===== config.mk =====
export PLATFORM = sky130hd
export DESIGN_NAME = dpcm_zigzag_pixel_codec_flat
export DESIGN_NICKNAME = d
export VERILOG_FILES = /design/src/hw/rtl/dpzz_pkg.sv /design/src/hw/rtl/dpzz_if.sv /design/src/hw/rtl/dpzz_cell.sv /design/src/hw/rtl/dpzz_datapath.sv /design/src/hw/rtl/dpzz_pixel_codec_top.sv /design/src/flat_wrapper.sv
export SDC_FILE = /design/constraint.sdc
export NUM_CORES = 1
export LEC_CHECK = 0
export BUFFER_PORTS_ARGS = -buffer_cell sky130_fd_sc_hd__buf_2
export CAP_MARGIN = 15
export CORE_MARGIN = 8
export CORE_UTILIZATION = 61
export DETAILED_ROUTE_END_ITERATION = 8
export GPL_ROUTABILITY_DRIVEN = 0
export GPL_TIMING_DRIVEN = 0
export HOLD_SLACK_MARGIN = 0.08
export MAX_ROUTING_LAYER = met4
export PLACE_DENSITY_LB_ADDON = 0.1
export SETUP_SLACK_MARGIN = 0.3
export SLEW_MARGIN = 15
export SYNTH_ARGS = -nofsm -noshare
export SYNTH_HDL_FRONTEND = slang
export SYNTH_SLANG_ARGS = --single-unit

===== constraint.sdc =====
create_clock -name clk_i -period 5.4 [get_ports clk_i]
set_input_delay 1.08 -clock clk_i [delete_from_list [all_inputs] [get_ports clk_i]]
set_output_delay 1.08 -clock clk_i [all_outputs]
set_load 0.1 [all_outputs]

===== src/hw/rtl/dpzz_pkg.sv =====
// shared types and constants for the dpcm zigzag pixel codec
package dpzz_pkg;

  localparam int unsigned MaxChannels = 3;
  localparam int unsigned DataW       = 8;
  localparam int unsigned WarmW       = $clog2(MaxChannels + 1);
  localparam int unsigned CfgIdxW     = 1;
  localparam int unsigned CfgDataW    = 1;

  typedef logic [DataW-1:0] data_t;
  typedef logic [WarmW-1:0] warm_t;

  typedef enum logic [CfgIdxW-1:0] {
    CFG_DIRECTION  = 1'b0,
    CFG_COLOR_MODE = 1'b1
  } cfg_idx_e;

  typedef enum logic {
    DIR_ENCODE = 1'b0,
    DIR_DECODE = 1'b1
  } dir_e;

  typedef struct packed {
    logic  advance;
    logic  restart;
    logic  color_mode;
    logic  write;
    data_t wdata;
  } cell_ctrl_t;

endpackage


===== src/hw/rtl/dpzz_if.sv =====
// request and result channels of the dpcm zigzag pixel codec
interface dpzz_in_if;
  import dpzz_pkg::*;

  logic  valid;
  logic  ready;
  data_t sample;
  logic  last_of_image;

  modport source (output valid, output sample, output last_of_image, input ready);
  modport sink (input valid, input sample, input last_of_image, output ready);
endinterface

interface dpzz_out_if;
  import dpzz_pkg::*;

  logic  valid;
  logic  ready;
  data_t out_byte;
  logic  out_last;

  modport source (output valid, output out_byte, output out_last, input ready);
  modport sink (input valid, input out_byte, input out_last, output ready);
endinterface


===== src/hw/rtl/dpzz_cell.sv =====
// one channel cell: reference byte and rotating channel token
module dpzz_cell (
  input  logic               clk_i,
  input  logic               rst_ni,
  input  logic               home_i,
  input  logic               token_i,
  output logic               token_o,
  input  dpzz_pkg::cell_ctrl_t ctrl_i,
  input  dpzz_pkg::data_t    ref_i,
  output dpzz_pkg::data_t    ref_o
);
  import dpzz_pkg::*;

  logic  token_q, token_d;
  data_t ref_q, ref_d;
  logic  sel;

  assign sel     = ctrl_i.color_mode ? token_q : home_i;
  assign token_o = token_q;
  assign ref_o   = ref_i | (sel ? ref_q : '0);

  always_comb begin
    token_d = token_q;
    if (ctrl_i.advance) begin
      token_d = ctrl_i.restart ? home_i : token_i;
    end
  end

  always_comb begin
    ref_d = ref_q;
    if (ctrl_i.write && sel) begin
      ref_d = ctrl_i.wdata;
    end
  end

  always_ff @(posedge clk_i or negedge rst_ni) begin
    if (!rst_ni) begin
      token_q <= home_i;
      ref_q   <= '0;
    end else begin
      token_q <= token_d;
      ref_q   <= ref_d;
    end
  end

endmodule


===== src/hw/rtl/dpzz_datapath.sv =====
// encode and decode arithmetic for one byte
module dpzz_datapath (
  input  dpzz_pkg::data_t sample_i,
  input  dpzz_pkg::data_t ref_i,
  input  dpzz_pkg::dir_e  direction_i,
  input  logic            passthrough_i,
  output dpzz_pkg::data_t result_o,
  output dpzz_pkg::data_t new_ref_o
);
  import dpzz_pkg::*;

  logic [DataW:0]   diff;
  logic [DataW:0]   twice_q;
  data_t            enc_code;
  data_t            enc_ref;
  logic [DataW:0]   dec_x;
  logic [DataW+1:0] dec_sum;
  data_t            dec_val;

  // halve toward zero, keep twice the quotient
  assign diff    = {1'b0, sample_i} - {1'b0, ref_i};
  assign twice_q = diff[DataW] ? (diff + {{DataW{1'b0}}, diff[0]})
                               : {diff[DataW:1], 1'b0};
  assign enc_code = twice_q[DataW] ? ~twice_q[DataW-1:0] : twice_q[DataW-1:0];
  assign enc_ref  = ref_i + twice_q[DataW-1:0];

  // odd code maps to -(code + 1)
  assign dec_x   = sample_i[0] ? ~{1'b0, sample_i} : {1'b0, sample_i};
  assign dec_sum = {2'b00, ref_i} + {dec_x[DataW], dec_x};
  assign dec_val = (!dec_sum[DataW+1] && dec_sum[DataW]) ? '1 : dec_sum[DataW-1:0];

  always_comb begin
    if (passthrough_i) begin
      result_o  = sample_i;
      new_ref_o = sample_i;
    end else if (direction_i == DIR_ENCODE) begin
      result_o  = enc_code;
      new_ref_o = enc_ref;
    end else begin
      result_o  = dec_val;
      new_ref_o = dec_val;
    end
  end

endmodule


===== src/hw/rtl/dpzz_pixel_codec_top.sv =====
// top level of the dpcm zigzag pixel codec
// The codec takes one byte per cycle while its skid stage is empty and returns one
// byte per request through an output register backed by a one-entry skid
// stage, so input and output stalls are decoupled. The per-channel references
// live in a ring of MaxChannels cells; a one-hot token passes from cell to cell
// on every accepted byte and returns to the first cell at the end of an image or
// in grayscale mode. The selected reference feeds a single combinational add, halve and
// zigzag (or unzigzag and add) stage, so one byte per clock is sustained while the output is not stalled.
// Configuration writes take effect on the next byte and are meant to happen
// while the codec is idle.
module dpcm_zigzag_pixel_codec (
  input  logic                       clk_i,
  input  logic                       rst_ni,
  input  logic                       cfg_we_i,
  input  logic [dpzz_pkg::CfgIdxW-1:0]  cfg_idx_i,
  input  logic [dpzz_pkg::CfgDataW-1:0] cfg_wdata_i,
  dpzz_in_if.sink                    in_i,
  dpzz_out_if.source                 out_o
);
  import dpzz_pkg::*;

  dir_e  direction_q;
  logic  color_mode_q;
  warm_t warm_q, warm_d;
  warm_t num_ch;
  logic  passthrough;
  logic  in_fire, out_fire;

  logic [MaxChannels-1:0] token_out;
  logic [MaxChannels-1:0] token_in;
  data_t                  ref_chain [MaxChannels+1];
  cell_ctrl_t             cell_ctrl;
  data_t                  result, new_ref;

  logic  out_valid_q, out_valid_d;
  data_t out_byte_q, out_byte_d;
  logic  out_last_q, out_last_d;
  logic  skid_valid_q, skid_valid_d;
  data_t skid_byte_q, skid_byte_d;
  logic  skid_last_q, skid_last_d;

  // configuration
  always_ff @(posedge clk_i or negedge rst_ni) begin
    if (!rst_ni) begin
      direction_q  <= DIR_ENCODE;
      color_mode_q <= 1'b0;
    end else if (cfg_we_i) begin
      case (cfg_idx_e'(cfg_idx_i))
        CFG_DIRECTION:  direction_q  <= dir_e'(cfg_wdata_i[0]);
        CFG_COLOR_MODE: color_mode_q <= cfg_wdata_i[0];
        default: ;
      endcase
    end
  end

  assign in_i.ready = !skid_valid_q;
  assign in_fire    = in_i.valid && in_i.ready;
  assign out_fire   = out_valid_q && out_o.ready;

  // warm-up counter
  assign num_ch      = color_mode_q ? WarmW'(MaxChannels) : WarmW'(1);
  assign passthrough = warm_q < num_ch;

  always_comb begin
    warm_d = warm_q;
    if (in_fire) begin
      if (in_i.last_of_image) begin
        warm_d = '0;
      end else if (passthrough) begin
        warm_d = warm_q + WarmW'(1);
      end
    end
  end

  always_ff @(posedge clk_i or negedge rst_ni) begin
    if (!rst_ni) begin
      warm_q <= '0;
    end else begin
      warm_q <= warm_d;
    end
  end

  // ring of channel cells
  assign cell_ctrl.advance    = in_fire;
  assign cell_ctrl.restart    = in_i.last_of_image || !color_mode_q;
  assign cell_ctrl.color_mode = color_mode_q;
  assign cell_ctrl.write      = in_fire;
  assign cell_ctrl.wdata      = new_ref;
  assign ref_chain[0]         = '0;

  for (genvar i = 0; i < MaxChannels; i++) begin : g_cell
    localparam int unsigned Prev = (i + MaxChannels - 1) % MaxChannels;

    assign token_in[i] = token_out[Prev];

    dpzz_cell u_cell (
      .clk_i   (clk_i),
      .rst_ni  (rst_ni),
      .home_i  (i == 0),
      .token_i (token_in[i]),
      .token_o (token_out[i]),
      .ctrl_i  (cell_ctrl),
      .ref_i   (ref_chain[i]),
      .ref_o   (ref_chain[i+1])
    );
  end

  dpzz_datapath u_datapath (
    .sample_i      (in_i.sample),
    .ref_i         (ref_chain[MaxChannels]),
    .direction_i   (direction_q),
    .passthrough_i (passthrough),
    .result_o      (result),
    .new_ref_o     (new_ref)
  );

  // output register and skid stage
  always_comb begin
    out_valid_d  = out_valid_q;
    out_byte_d   = out_byte_q;
    out_last_d   = out_last_q;
    skid_valid_d = skid_valid_q;
    skid_byte_d  = skid_byte_q;
    skid_last_d  = skid_last_q;
    if (!out_valid_q || out_fire) begin
      if (skid_valid_q) begin
        out_valid_d  = 1'b1;
        out_byte_d   = skid_byte_q;
        out_last_d   = skid_last_q;
        skid_valid_d = 1'b0;
      end else begin
        out_valid_d = in_fire;
        out_byte_d  = result;
        out_last_d  = in_i.last_of_image;
      end
    end else if (in_fire) begin
      skid_valid_d = 1'b1;
      skid_byte_d  = result;
      skid_last_d  = in_i.last_of_image;
    end
  end

  always_ff @(posedge clk_i or negedge rst_ni) begin
    if (!rst_ni) begin
      out_valid_q  <= 1'b0;
      skid_valid_q <= 1'b0;
    end else begin
      out_valid_q  <= out_valid_d;
      skid_valid_q <= skid_valid_d;
    end
  end

  always_ff @(posedge clk_i) begin
    out_byte_q  <= out_byte_d;
    out_last_q  <= out_last_d;
    skid_byte_q <= skid_byte_d;
    skid_last_q <= skid_last_d;
  end

  assign out_o.valid    = out_valid_q;
  assign out_o.out_byte = out_byte_q;
  assign out_o.out_last = out_last_q;

`ifndef SYNTHESIS
  a_skid_behind_out: assert property (@(posedge clk_i) disable iff (!rst_ni)
    skid_valid_q |-> out_valid_q)
    else $error("skid entry without output entry");

  a_token_onehot: assert property (@(posedge clk_i) disable iff (!rst_ni)
    $onehot(token_out))
    else $error("channel token lost or duplicated");

  a_warm_bound: assert property (@(posedge clk_i) disable iff (!rst_ni)
    warm_q <= WarmW'(MaxChannels))
    else $error("warm-up count out of range");

  a_restart: assert property (@(posedge clk_i) disable iff (!rst_ni)
    (in_fire && in_i.last_of_image) |=> (warm_q == '0 && token_out[0]))
    else $error("end of image did not restart warm-up");
`endif

endmodule


===== src/flat_wrapper.sv =====
// flat-port wrapper written by rule: the top's interface ports become plain ports
module dpcm_zigzag_pixel_codec_flat import dpzz_pkg::*;
  (clk_i, rst_ni, cfg_we_i, cfg_idx_i, cfg_wdata_i, in_i_valid, in_i_sample, in_i_last_of_image, in_i_ready, out_o_valid, out_o_out_byte, out_o_out_last, out_o_ready);
  dpzz_in_if in_i_i ();
  dpzz_out_if out_o_i ();
  input  logic clk_i;
  input  logic rst_ni;
  input  logic cfg_we_i;
  input  logic [dpzz_pkg::CfgIdxW-1:0] cfg_idx_i;
  input  logic [dpzz_pkg::CfgDataW-1:0] cfg_wdata_i;
  input wire logic [$bits(in_i_i.valid)-1:0] in_i_valid;
  input wire logic [$bits(in_i_i.sample)-1:0] in_i_sample;
  input wire logic [$bits(in_i_i.last_of_image)-1:0] in_i_last_of_image;
  output wire logic [$bits(in_i_i.ready)-1:0] in_i_ready;
  output wire logic [$bits(out_o_i.valid)-1:0] out_o_valid;
  output wire logic [$bits(out_o_i.out_byte)-1:0] out_o_out_byte;
  output wire logic [$bits(out_o_i.out_last)-1:0] out_o_out_last;
  input wire logic [$bits(out_o_i.ready)-1:0] out_o_ready;
  assign in_i_i.valid = in_i_valid;
  assign in_i_i.sample = in_i_sample;
  assign in_i_i.last_of_image = in_i_last_of_image;
  assign in_i_ready = in_i_i.ready;
  assign out_o_valid = out_o_i.valid;
  assign out_o_out_byte = out_o_i.out_byte;
  assign out_o_out_last = out_o_i.out_last;
  assign out_o_i.ready = out_o_ready;
  dpcm_zigzag_pixel_codec u_core (.clk_i(clk_i), .rst_ni(rst_ni), .cfg_we_i(cfg_we_i), .cfg_idx_i(cfg_idx_i), .cfg_wdata_i(cfg_wdata_i), .in_i(in_i_i), .out_o(out_o_i));
endmodule

[Yosys cells after proc, flatten, opt, wreduce, memory -nomap -nowiden]
Cells that the tools add are included.
Storage, ports and cells
  output and inout bits: 11
  word-level logic and storage cells: 70
  register bits after elaboration: 51
  input port bits: 16
Operators by class
  add/subtract/negate cells: 5
  order comparisons: 1
  reduce and logical (&&, ||, !) cells: 18
  multiplexer cells: 25
  bitwise operators: 6
Operators with widths (count)
  two-way mux 8 bit: 10
  two-way mux 9 bit: 2
  bitwise OR 8 bit: 2
  adder 9 x 9 -> 10 bit: 1
  two-way mux 1 bit: 10
  adder 9 x 1 -> 9 bit: 1
  inverter 8 -> 9 bit: 1
  subtractor 8 x 8 -> 9 bit: 1
  adder 8 bit: 1
  inverter 8 bit: 1
  AND reduction 2 bit: 4
  logical AND 1 bit: 6
  two-way mux 2 bit: 3
  zero test 1 bit: 4
  nonzero test 2 bit: 2
  adder 2 x 1 -> 2 bit, second input constant: 1
  logical OR 1 bit: 2
  less-than comparator 2 bit: 1
  inverter 1 bit: 2

[Longest topological paths before layout]
Gate-level depths: netlist (run 1).
  depth in word-level cells: 12
  gate-level depth with buffers: 23
  mapped depth without buffers: 21

[Worst setup path before layout (run 1)]
No wires, ideal clock.
  path kind: input to register
  start point: in in_i_sample[0]
  end point: reg u_core.g_cell[1].u_cell.ref_q[7]
  arrival: 5254 ps
  data required time: 5312 ps
  cell stages on the path: 18
  path slack: 57 ps
  setup time: 88 ps
  path buffers: 2
  path through: buf_1 > inv_1 > ha_1 > fa_1 > xnor2_1 > xnor2_2 > nand3_1 > or3_4 > and2_1 > ha_1 > buf_1 > nand4_1 > a211o_1 > o211ai_1 > a31oi_1 > o211ai_1 > or3b_1 > a41oi_1
Between the ends
  word-level cells in the longest chain between the ends: 8
  elaborated cells on any way between the ends: 12
  classes of those cells: add/sub (4); mux (5); bitwise (1); reduce/logical (2)
RTL lines
  start: declaration: line flat_wrapper.sv:12  | input wire logic [$bits(in_i_i.sample)-1:0] in_i_sample;
  branches (longest 6 deep; another with subtractor 8 x 8 -> 9 bit)
  two-way mux 8 bit (*): line dpzz_datapath.sv:36  | end else if (direction_i == DIR_ENCODE) begin
  two-way mux 8 bit (*): line dpzz_datapath.sv:33  | if (passthrough_i) begin
  end signal: assignment: line dpzz_cell.sv:42  | ref_q <= ref_d;
  end: declaration: line dpzz_cell.sv:15  | data_t ref_q, ref_d;
Every way passes the cells marked *.
A chain may end at the register's enable or synchronous reset.

[Worst setup path in the final report (run 1)]
  start point: reg u_core.g_cell[0].u_cell.token_q
  end point: reg u_core.g_cell[1].u_cell.ref_q[7]
Between the ends
  word-level cells in the longest chain between the ends: 10
  elaborated cells on any way between the ends: 14
  classes of those cells: add/sub (4); mux (6); bitwise (2); reduce/logical (2)
RTL lines
  start: declaration: line dpzz_cell.sv:14  | logic token_q, token_d;
  start signal: assignment: line dpzz_cell.sv:38  | token_q <= home_i;
  start signal: assignment: line dpzz_cell.sv:41  | token_q <= token_d;
  two-way mux 1 bit (*): line dpzz_cell.sv:18  | assign sel = ctrl_i.color_mode ? token_q : home_i;
  two-way mux 8 bit (*): line dpzz_cell.sv:20  | assign ref_o = ref_i | (sel ? ref_q : '0);
  bitwise OR 8 bit (*) (2 in series): line dpzz_cell.sv:20
  subtractor 8 x 8 -> 9 bit or adder 9 x 9 -> 10 bit (tied branches): line dpzz_datapath.sv:21, dpzz_datapath.sv:29
  adder 9 x 1 -> 9 bit or zero test 1 bit (tied branches): line dpzz_datapath.sv:22, dpzz_datapath.sv:30
  two-way mux 9 bit or logical AND 1 bit (tied branches): line dpzz_datapath.sv:22, dpzz_datapath.sv:30
  adder 8 bit or two-way mux 8 bit (tied branches): line dpzz_datapath.sv:25, dpzz_datapath.sv:30
  two-way mux 8 bit (*): line dpzz_datapath.sv:36
  two-way mux 8 bit (*): line dpzz_datapath.sv:33
Mark *: on every way between the ends. The rest lies on a longest branch, timed or not.

==> run metrics, run 1 <==
combinational family with the most area after synthesis=compound AO/OA/AOI/OAI gates; VDD IR max=0.5186 mV; worst-path maximum fanout=10; min-delay src=u_core.g_cell[0].u_cell.ref_q[3]; Filler Cells Inserted=495; Hold Buf Count CTS=0; Worst Max-Slew Pin Slew=0.9501 ns; Post-Synth Adder-Cell Area=0.07756; CP Capture Type=flop; clk buf depth=2; register-to-register path setup slack=0.47 ns; WL final=10310 µm; Seq. cell area=0.001368 mm²; Die X-Extent=96.33 µm; multiplexer area fraction after synthesis=0.02543; core area=0.006314 mm²; CTS tree=done; max frequency=0.2027 GHz; r2r endpoint=u_core.g_cell[1].u_cell.ref_q[7]; number of global-route vias before repair=3444; EDFF count, synth=18; maxcap violations=0; Rows=29; Worst Setup SP=u_core.g_cell[0].u_cell.token_o; Final setup viols=0; Sw Ratio=0.5038; IO Port Bufs=25; Layout area overhead=16.75%; final hold slack=0.4912 ns; P_sw=1.708 mW; chip height=96.33 µm; Cells after Synth=431; status=complete, no violations; area share of and/or/nand/nor cells after synthesis=0.1767; DRT antenna net count=0; fin crit share=0.9137; DR vias/cell=6.501; Pint=1.682 mW; Clk network pwr share=0.069; Reg2Reg Launch Point=u_core.g_cell[0].u_cell.token_o; placed insts=533; Clk Latency, worst-skew pair=0.32 ns; final hold violations=0; 1st-pass router iterations=6; DRT iter0 DRCs=338; remaining global-route overflow=0; Power Total=3.390 mW; hpwl dp=7859 µm; fin crit period=4.934 ns; Starting Density=0.6235; Final Instance Count excl. Fillers=561; Reg2Reg Depth=23; share of the synthesized area in the top cell type=0.2034; Mean Syn Cell Area=9.133 µm²; Setup TNS=0 ns; Crit path required time=5.65 ns; top cell type by total area after synthesis=dfrtp_1; Reg clk slew, reported paths=0.10 ns; first-pass GRT wire length=16880 µm; global-route usage over all layers=0.2402; top cells by area, synth=dfrtp_1, edfxtp_1, ha_1, nand2_1, o21ai_0; CTS Sinks=51; Yosys reg bits=51; # IOs=27; Post-Syn Area=0.003936 mm²; DR vias=3647; count leader, synth=nand2_1; DRC=0; relative slew slack=0.3612; FFs w/ async S/R, synth=0.6471; post-synthesis sequential area ratio=0.3474; area of the multi-input gates=0.002539 mm²; CP Class=flop to flop; TritonCTS Buffers=5; Post-Route Skew=0.01066 ns; leakage power=1.949 nW; Die Area=0.009279 mm²; Mapped Nets=470; critical path endpoint=u_core.g_cell[1].u_cell.ref_q[7]; yosys warns=0; CTS root buf=clkbuf_8; CP arrival=5.18 ns; list of most frequent post-synthesis cells=nand2_1, dfrtp_1, nor2_1; Finished Core Util=0.7279; Hold WC Path Type=flop to flop; antenna violations before repair=0; CP startpoint kind=flop; Compound-Gate Fraction of Synth Area=0.2673; Distinct cells, synth=75; largest net degree at the start of global routing=34; P per Cell Area=737.5 mW/mm²; sequential share of power=0.184; diode count=0; H-tree depth=2; share of cells above drive strength 1=0.2293; Nets=522; predominant post-synthesis flop cell=dfrtp_1; RSZ-0062 raised after global routing=true; Combinational Power Share=0.747; xor and xnor area share after synthesis=0.06198; Max Slew Vio Count=0; WL/cell=18.38 µm
## routing by layer
metal,GRT usage,wire (µm),share of wire,vias up
met5,-,0,0,-
met4,0.09206,294,0.029,0
met3,0.03588,601,0.058,23
met2,0.3751,4725,0.46,123
met1,0.3074,4688,0.45,1756
li1,-,-,-,1745
## worst max-delay path: stages, from the launching register on
cell and delay (ns):
dfstp_2 0.57, nand2b_4 0.12, buf_6 0.10, buf_8 0.12, a22oi_1 0.10, nand2_1 0.15
ha_4 0.17, fa_2 0.27, inv_2 0.06, a31o_4 0.26, a211o_1 0.30, a21o_1 0.18
buf_6 0.14, or3_4 0.38, and2_4 0.16, ha_1 0.27, buf_4 0.16, a21o_1 0.17
a21oi_2 0.13, o211ai_1 0.12, a31oi_1 0.27, nor4_1 0.10, or3b_4 0.43, a41oi_2 0.14
## power groups by stage
stage	clock, mW	sequential [mW]	combinational, mW
2_1_floorplan	0	0.817	1.55
3_3_place_gp	0	0.623	2.13
3_5_place_dp	0	0.630	2.18
4_1_cts	0.239	0.623	2.30
5_1_grt	0.249	0.640	2.73
6_report	0.235	0.624	2.53
## timing repair
item                       in CTS  in global routing
pin swaps                      13                 19
setup buffers                  11                  9
setup endpoints to repair      16                 12
gates resized for setup        20                 33
## placed cells by master, fill, tap and decap left out, types with 9 or more instances in the layout
cell type,count
nand2_1,45
xor2_1,11
inv_1,13
dfrtp_1,32
clkbuf_1,11
o21ai_0,26
nor3_1,9
edfxtp_1,18
buf_2,25
buf_4,25
xnor2_1,13
nor2_1,30
a21oi_1,24
a21o_1,9
ha_1,19
o31ai_1,15
## cell type report
type	instances	area share
repair buffers	45	0.06262
clock buffers	5	0.01497
multi-input cells	339	0.5524
plain buffers	22	0.03022
flip-flops and latches	51	0.2976
clock inverters	3	0.005717
inverters	19	0.01552
well taps	77	0.02096
## metrics by stage
stage	worst slack (ns)	area (µm²)
2_1_floorplan	0.3573	3945
3_3_place_gp	-0.3270	4167
3_5_place_dp	-0.4015	4167
4_1_cts	0.3007	4418
5_1_grt	0.2853	4596
6_report	0.4662	4596
## cell families after synthesis
kind of cell | after synthesis
flip-flops | 51
AND/OR/NAND/NOR | 136
AO/OA/AOI/OAI | 143
adder cells (fa/ha/maj) | 24
XOR/XNOR | 27
multiplexers | 9
buffers and inverters | 41
## sequential cells by signal, summed over array words and instances (netlist names)
signal,cells
u_core.out_o.out_last,1
u_core.out_o.valid,1
u_core.g_cell.u_cell.token_o,3
u_core.out_o.out_byte,8
u_core.warm_q,2
u_core.color_mode_q,1
u_core.skid_last_q,1
u_core.skid_byte_q,8
u_core.direction_q,1
u_core.g_cell.u_cell.ref_q,24
u_core.skid_valid_q,1
## worst min-delay path by stage
stage	endpoint	cells after the start
final	u_core.g_cell[0].u_cell.ref_q[3]	2
after global routing	u_core.g_cell[0].u_cell.ref_q[3]	2
after CTS	u_core.g_cell[2].u_cell.ref_q[6]	2
after detailed placement	u_core.g_cell[2].u_cell.ref_q[6]	2
after global placement	u_core.g_cell[1].u_cell.ref_q[5]	2
after floorplan	u_core.g_cell[1].u_cell.ref_q[6]	2
(Power assumes the default switching activity.)
==> inputs of run 2 (changes only) <==
--- a/config.mk
+++ b/config.mk
@@ -7,6 +7,7 @@
 export LEC_CHECK = 0
 export BUFFER_PORTS_ARGS = -buffer_cell sky130_fd_sc_hd__buf_2
 export CAP_MARGIN = 15
+export CORE_ASPECT_RATIO = 0.9
 export CORE_MARGIN = 8
 export CORE_UTILIZATION = 61
 export DETAILED_ROUTE_END_ITERATION = 8
==> constraint.sdc (replaced) <==
create_clock -name clk_i -period 5.4 [get_ports clk_i]
set_input_delay 0.27 -clock clk_i [delete_from_list [all_inputs] [get_ports clk_i]]
set_output_delay 0.27 -clock clk_i [all_outputs]
set_load 0.1 [all_outputs]
==> run metrics, run 2 (synthesized netlist as in run 1, its figures left out) <==
fin crit period=5.017 ns (+0.08314 ns); Max Slew Vio Count=0 (unchanged); status=complete, no violations; DRC=0 (unchanged); Slowest-stage cell, CP=dfrtp_1; DR vias/cell=6.639 (+2.1%); maxcap violations=0 (unchanged); Nets=530 (+1.5%); Rows=27 (-6.9%); Sw Ratio=0.5090 (+0.005205); Starting Density=0.6367 (+0.01325); Die X-Extent=100.7 µm (+4.5%); Die Area=0.009283 mm² (about the same); Hold WC Path Type=input port to flop; antenna violations before repair=0 (unchanged); P per Cell Area=737.3 mW/mm² (about the same); max frequency=0.1993 GHz (-1.7%); CP startpoint kind=flop; CTS tree=done; Worst Max-Slew Pin Slew=1.027 ns (+0.07734 ns); worst path bufs/invs=5 (unchanged); worst path cell trace=buf_6, and2_1, buf_4, a222oi_1, buf_4, ha_1, a31o_4, a211o_1, a21o_1, buf_6, or3_4, and2_4, ha_1, buf_6, and3_1, o21a_1, o31a_1, o311ai_0, o21ai_0, o21ai_0; WL/cell=19.30 µm (+5.0%); Filler Cells Inserted=429 (-13%); Layout area overhead=18.85%; cell family with most CP delay=compound AO/OA/AOI/OAI gates; Reg clk slew, reported paths=0.10 ns (about the same); Crit path required time=5.62 ns (-0.03 ns); diode count=0 (unchanged); Setup TNS=0 ns (unchanged); P_sw=1.756 mW (+2.8%); remaining global-route overflow=0 (unchanged); CTS Sinks=51 (unchanged); commonest non-fill, non-tap cell in the layout=nand2_1; area of the multi-input gates=0.002552 mm² (+0.54%); share of cells above drive strength 1=0.2317 (+0.002368); DR vias=3844 (+5.4%); relative slew slack=0.3092 (-0.05200); Pint=1.694 mW (+0.70%); final hold violations=0 (unchanged); sequential share of power=0.181 (-0.003); Seq. cell area=0.001368 mm² (unchanged); final hold slack=0.1808 ns (-0.3104 ns); # IOs=27 (unchanged); hpwl dp=7923 µm (+0.81%); first-pass GRT wire length=17090 µm (+1.3%); fin crit share=0.9291 (+0.01540); core area=0.006182 mm² (-2.1%); Post-Route Skew=0.01054 ns (-0.0001233 ns); Final setup viols=0 (unchanged); most frequent cells in the layout=nand2_1, dfrtp_1, nor2_1; H-tree depth=2 (unchanged); CP most frequent cell=buf_6; VDD IR max=0.3727 mV (-28%); flip-flop count of the largest register after layout=24 (unchanged); Clk network pwr share=0.065 (-0.004); Combinational Power Share=0.754 (+0.007); IO Port Bufs=25 (unchanged); leakage power=1.986 nW (+1.9%); CP Capture Type=flop; global-route usage over all layers=0.2368 (-0.003407); RSZ-0062 raised after global routing=false; number of global-route vias before repair=3454 (+0.29%); 1st-pass router iterations=7 (+1); CP arrival=5.24 ns (+0.06 ns); Slowest Stage Delay on Critical Path=0.40 ns (-0.17 ns); DRT antenna net count=0 (unchanged); clk buf depth=2 (unchanged); chip height=92.21 µm (-4.3%); Largest Register=u_core.g_cell.u_cell.ref_q; TritonCTS Buffers=5 (unchanged); Clk Latency, worst-skew pair=0.31 ns (about the same); WL final=11170 µm (+8.4%); DRT iter0 DRCs=454 (+34%); CTS root buf=clkbuf_8; worst-path maximum fanout=10 (unchanged); largest net degree at the start of global routing=34 (unchanged); CP Class=flop to flop
-- run 2: repair_timing --
item | in CTS | in global routing
resized for setup | 19 | 29
setup buffers | 9 | 18
hold buffers | 1 | 0
hold endpoints to repair | 32 | 0
pin swaps | 11 | 21
endpoints found under the setup margin | 13 | 12
gates cloned | 0 | 0
-- run 2: worst min-delay path, stage by stage --
cell and delay (ns):
buf_2 0.10, nor2_1 0.05, nand2_1 0.05
-- run 2: metal layers --
layer	vias to the layer above	track usage	routed length [µm]
li1	1768	-	-
met1	1812	0.3176	4688
met2	225	0.3622	5124
met3	39	0.03474	1043
met4	0	0.06541	316
met5	-	-	0
-- run 2: area by class of cell --
type	count	share of cell area
inverter	19	0.01524
sequential	51	0.2923
tap	87	0.02327
clock inverter	3	0.004012
timing repair buffer	53	0.07489
multi-input combinational	339	0.5456
clock buffer	5	0.01471
buffer	22	0.02995
-- run 2: power by group through the flow --
stage	registers, mW	clock network, mW	logic [mW]
final	0.625	0.224	2.60
after global routing	0.640	0.235	2.80
after CTS	0.621	0.222	2.28
after detailed placement	0.629	0	2.18
after global placement	0.623	0	2.12
after floorplan	0.817	0	1.55
-- run 2: final timing paths --
| kind | start | slack (ns) | cells after the start | end |
|---|---|---|---|---|
| min | in_i_valid | 0.18 | 3 | u_core.out_o.valid |
| max in group asynchronous | rst_ni | 4.38 | 2 | u_core.g_cell[1].u_cell.ref_q[4] |
| min reg2reg | u_core.g_cell[0].u_cell.ref_q[3] | 0.49 | 2 | u_core.g_cell[0].u_cell.ref_q[3] |
| max reg2reg | u_core.color_mode_q | 0.38 | 20 | u_core.g_cell[1].u_cell.ref_q[4] |
| min in group asynchronous | rst_ni | 0.55 | 2 | u_core.g_cell[2].u_cell.token_o |
| max | u_core.color_mode_q | 0.38 | 20 | u_core.g_cell[1].u_cell.ref_q[4] |
-- run 2: through the flow --
step | setup slack, ns | total power [mW] | std cells | cell area, µm² | util
after floorplan | 0.4182 | 2.368 | 431 | 3936 | -
after global placement | -0.3278 | 2.743 | 543 | 4170 | 0.6746
after detailed placement | -0.3602 | 2.807 | 543 | 4170 | 0.6746
after CTS | 0.3013 | 3.121 | 561 | 4404 | 0.7124
after global routing | 0.2138 | 3.675 | 579 | 4678 | 0.7567
final | 0.3831 | 3.449 | 579 | 4678 | 0.7567
==> inputs of run 3 (changes only) <==
--- a/config.mk
+++ b/config.mk
@@ -5,6 +5,7 @@
 export SDC_FILE = /design/constraint.sdc
 export NUM_CORES = 1
 export LEC_CHECK = 0
+export ABC_AREA = 1
 export BUFFER_PORTS_ARGS = -buffer_cell sky130_fd_sc_hd__buf_2
 export CAP_MARGIN = 15
 export CORE_ASPECT_RATIO = 0.9
==> run metrics, run 3 <==
status=complete, no violations; EDFF count, synth=18 (unchanged); 1st-pass router iterations=5 (-2); WL final=9588 µm (-14%); VDD IR max=0.3041 mV (-18%); remaining global-route overflow=0 (unchanged); predominant post-synthesis flop cell=dfrtp_1; yosys warns=0 (unchanged); DR vias=3564 (-7.3%); Final setup viols=0 (unchanged); H-tree depth=2 (unchanged); RSZ-0062 raised after global routing=false; Largest Register=u_core.g_cell.u_cell.ref_q; top cells by area, synth=dfrtp_1, nand2_1, edfxtp_1, ha_1, inv_1; Post-Syn Area=0.003931 mm² (-0.13%); xor and xnor area share after synthesis=0.03787 (-0.02411); Post-CTS Setup Bufs=0 (-9); CTS tree=done; DRT antenna net count=0 (unchanged); multiplexer area fraction after synthesis=0 (-0.02543); Clk Latency, worst-skew pair=0.30 ns (about the same); count leader, synth=nand2_1; fin crit period=4.438 ns (-0.5789 ns); min-delay src=cfg_idx_i; Mean Syn Cell Area=7.460 µm² (-18%); Post-Synth Adder-Cell Area=0.07511 (-0.002447); Rows=27 (unchanged); Compound-Gate Fraction of Synth Area=0.1114 (-0.1559); register-to-register path setup slack=0.96 ns (+0.58 ns); # IOs=27 (unchanged); largest net degree at the start of global routing=34 (unchanged); Reg2Reg Depth=26 (+30%); diode count=0 (unchanged); Max Slew Vio Count=0 (unchanged); Resized Gates After CTS=0 (-19); Cells after Synth=527 (+22%); Crit path required time=5.59 ns (-0.03 ns); maxcap violations=0 (unchanged); WL/cell=14.80 µm (-23%); combinational family with the most area after synthesis=simple AND/OR/NAND/NOR gates; Reg2Reg Launch Point=u_core.color_mode_q; area of the multi-input gates=0.002243 mm² (-12%); hpwl dp=7688 µm (-3.0%); Mapped Nets=566 (+20%); worst-path maximum fanout=8 (-2); CP Class=flop to flop; P per Cell Area=701.8 mW/mm² (-4.8%); CP arrival=4.63 ns (-0.61 ns); flip-flop count of the largest register after layout=24 (unchanged); first-pass GRT wire length=15880 µm (-7.1%); Nets=599 (+13%); Seq. cell area=0.001368 mm² (unchanged); CP startpoint kind=flop; CP Capture Type=flop; share of cells above drive strength 1=0.1640 (-0.06771); commonest non-fill, non-tap cell in the layout=nand2_1; Die Area=0.009273 mm² (-0.11%); TritonCTS Buffers=5 (unchanged); most frequent cells in the layout=nand2_1, inv_1, nor2_1; Layout area overhead=9.198%; placed insts=639 (+18%); Starting Density=0.6359 (-0.0008096); r2r endpoint=u_core.g_cell[2].u_cell.ref_q[7]; global-route usage over all layers=0.2202 (-0.01663); Worst Setup SP=u_core.color_mode_q; max frequency=0.2253 GHz (+13%); area share of and/or/nand/nor cells after synthesis=0.3463 (+0.1695); WHS Endpoint=u_core.color_mode_q; Final Instance Count excl. Fillers=648 (+12%); CTS root buf=clkbuf_8; fin crit share=0.8218 (-0.1072); core area=0.006182 mm² (unchanged); Die X-Extent=100.6 µm (about the same); CTS Sinks=51 (unchanged); top cell type by total area after synthesis=dfrtp_1; Reg clk slew, reported paths=0.09 ns (about the same); Worst Max-Slew Pin Slew=0.7756 ns (-0.2519 ns); DRT iter0 DRCs=215 (-53%); number of global-route vias before repair=3377 (-2.2%); share of the synthesized area in the top cell type=0.2037 (+0.0002590); chip height=92.16 µm (about the same); list of most frequent post-synthesis cells=nand2_1, inv_1, nor2_1; DR vias/cell=5.500 (-17%); Hold WC Path Type=input port to flop; Distinct cells, synth=39 (-48%); Filler Cells Inserted=518 (+21%); Setup TNS=0 ns (unchanged); DRC=0 (unchanged); clk buf depth=2 (unchanged); Post-Route Skew=0.008660 ns (-0.001877 ns); final hold violations=0 (unchanged); IO Port Bufs=25 (unchanged); post-synthesis sequential area ratio=0.3479 (+0.0004423); FFs w/ async S/R, synth=0.6471 (unchanged); relative slew slack=0.4810 (+0.1718); Worst Hold Depth=2 (-1); leakage power=2.202 nW (+11%); antenna violations before repair=0 (unchanged); Yosys reg bits=51 (unchanged)
==> run 3: area by class of cell <==
| type | count | area share |
|---|---|---|
| multi-input combinational | 398 | 0.5226 |
| sequential | 51 | 0.3186 |
| inverter | 67 | 0.05917 |
| timing repair buffer | 26 | 0.03148 |
| tap | 87 | 0.02536 |
| clock buffer | 6 | 0.01924 |
| buffer | 11 | 0.01545 |
| clock inverter | 2 | 0.008161 |
==> run 3: per-layer routing <==
metal	GRT usage	part of all wire	vias to the layer above
met5	-	0	-
met4	0.04654	0.019	0
met3	0.04305	0.064	14
met2	0.3429	0.44	128
met1	0.2886	0.48	1645
li1	-	-	1777
==> run 3: repair_timing <==
action                     4_1_cts  5_1_grt
hold buffers                     1        0
setup endpoints to repair        0        0
hold endpoints to repair        32        0
==> run 3: report_power, final <==
part / switching, mW / internal [mW] / total [mW]
clock network: 0.121 / 0.150 / 0.271
registers: 0.0715 / 0.554 / 0.626
logic: 1.45 / 0.662 / 2.12
==> run 3: worst max-delay path, stage by stage (launching register included) <==
cell and delay (ns):
dfrtp_1 0.36, buf_6 0.17, nand2_1 0.11, inv_1 0.18
nand2_1 0.09, nand3_1 0.23, inv_1 0.07, ha_1 0.34
a21oi_1 0.25, o21ai_0 0.13, a21oi_1 0.31, nand2_4 0.11
inv_4 0.10, nand4_2 0.11, nor2_2 0.19, xor2_1 0.22
ha_1 0.30, a21oi_1 0.13, o21ai_0 0.09, a21oi_1 0.22
nand3_1 0.11, nand3_1 0.11, nand2_1 0.06, nand2_1 0.06
nand2_1 0.13, nand2_1 0.09, nand2_1 0.05
==> run 3: how the worst max path moves through the flow <==
stage                                                   to  cells after the start
after global placement    u_core.g_cell[0].u_cell.ref_q[7]                     26
after floorplan           u_core.g_cell[0].u_cell.ref_q[7]                     26
after detailed placement  u_core.g_cell[2].u_cell.ref_q[7]                     25
after CTS                 u_core.g_cell[2].u_cell.ref_q[7]                     26
final                     u_core.g_cell[2].u_cell.ref_q[7]                     26
after global routing      u_core.g_cell[2].u_cell.ref_q[7]                     25
==> run 3: kinds of logic (layout without fill, tap and decap cells) <==
logic type / count (synthesis) / count (layout)
AND/OR/NAND/NOR: 280 / 280
AO/OA/AOI/OAI: 78 / 78
buffers and inverters: 78 / 112
flip-flops: 51 / 51
adder cells (fa/ha/maj): 23 / 23
XOR/XNOR: 17 / 17
==> run 3: through the flow <==
step / util / hold slack [ns] / total power [mW] / worst slack [ns] / cell area, µm²
3_3_place_gp: 0.6738 / 0.3644 / 2.648 / 1.085 / 4165
5_1_grt: 0.6944 / 0.1874 / 3.298 / 0.5782 / 4293
3_5_place_dp: 0.6738 / 0.3847 / 2.705 / 1.031 / 4165
4_1_cts: 0.6944 / 0.1867 / 2.985 / 1.004 / 4293
6_report: 0.6944 / 0.1846 / 3.013 / 0.9620 / 4293
2_1_floorplan: - / -0.02559 / 2.278 / 1.829 / 3931
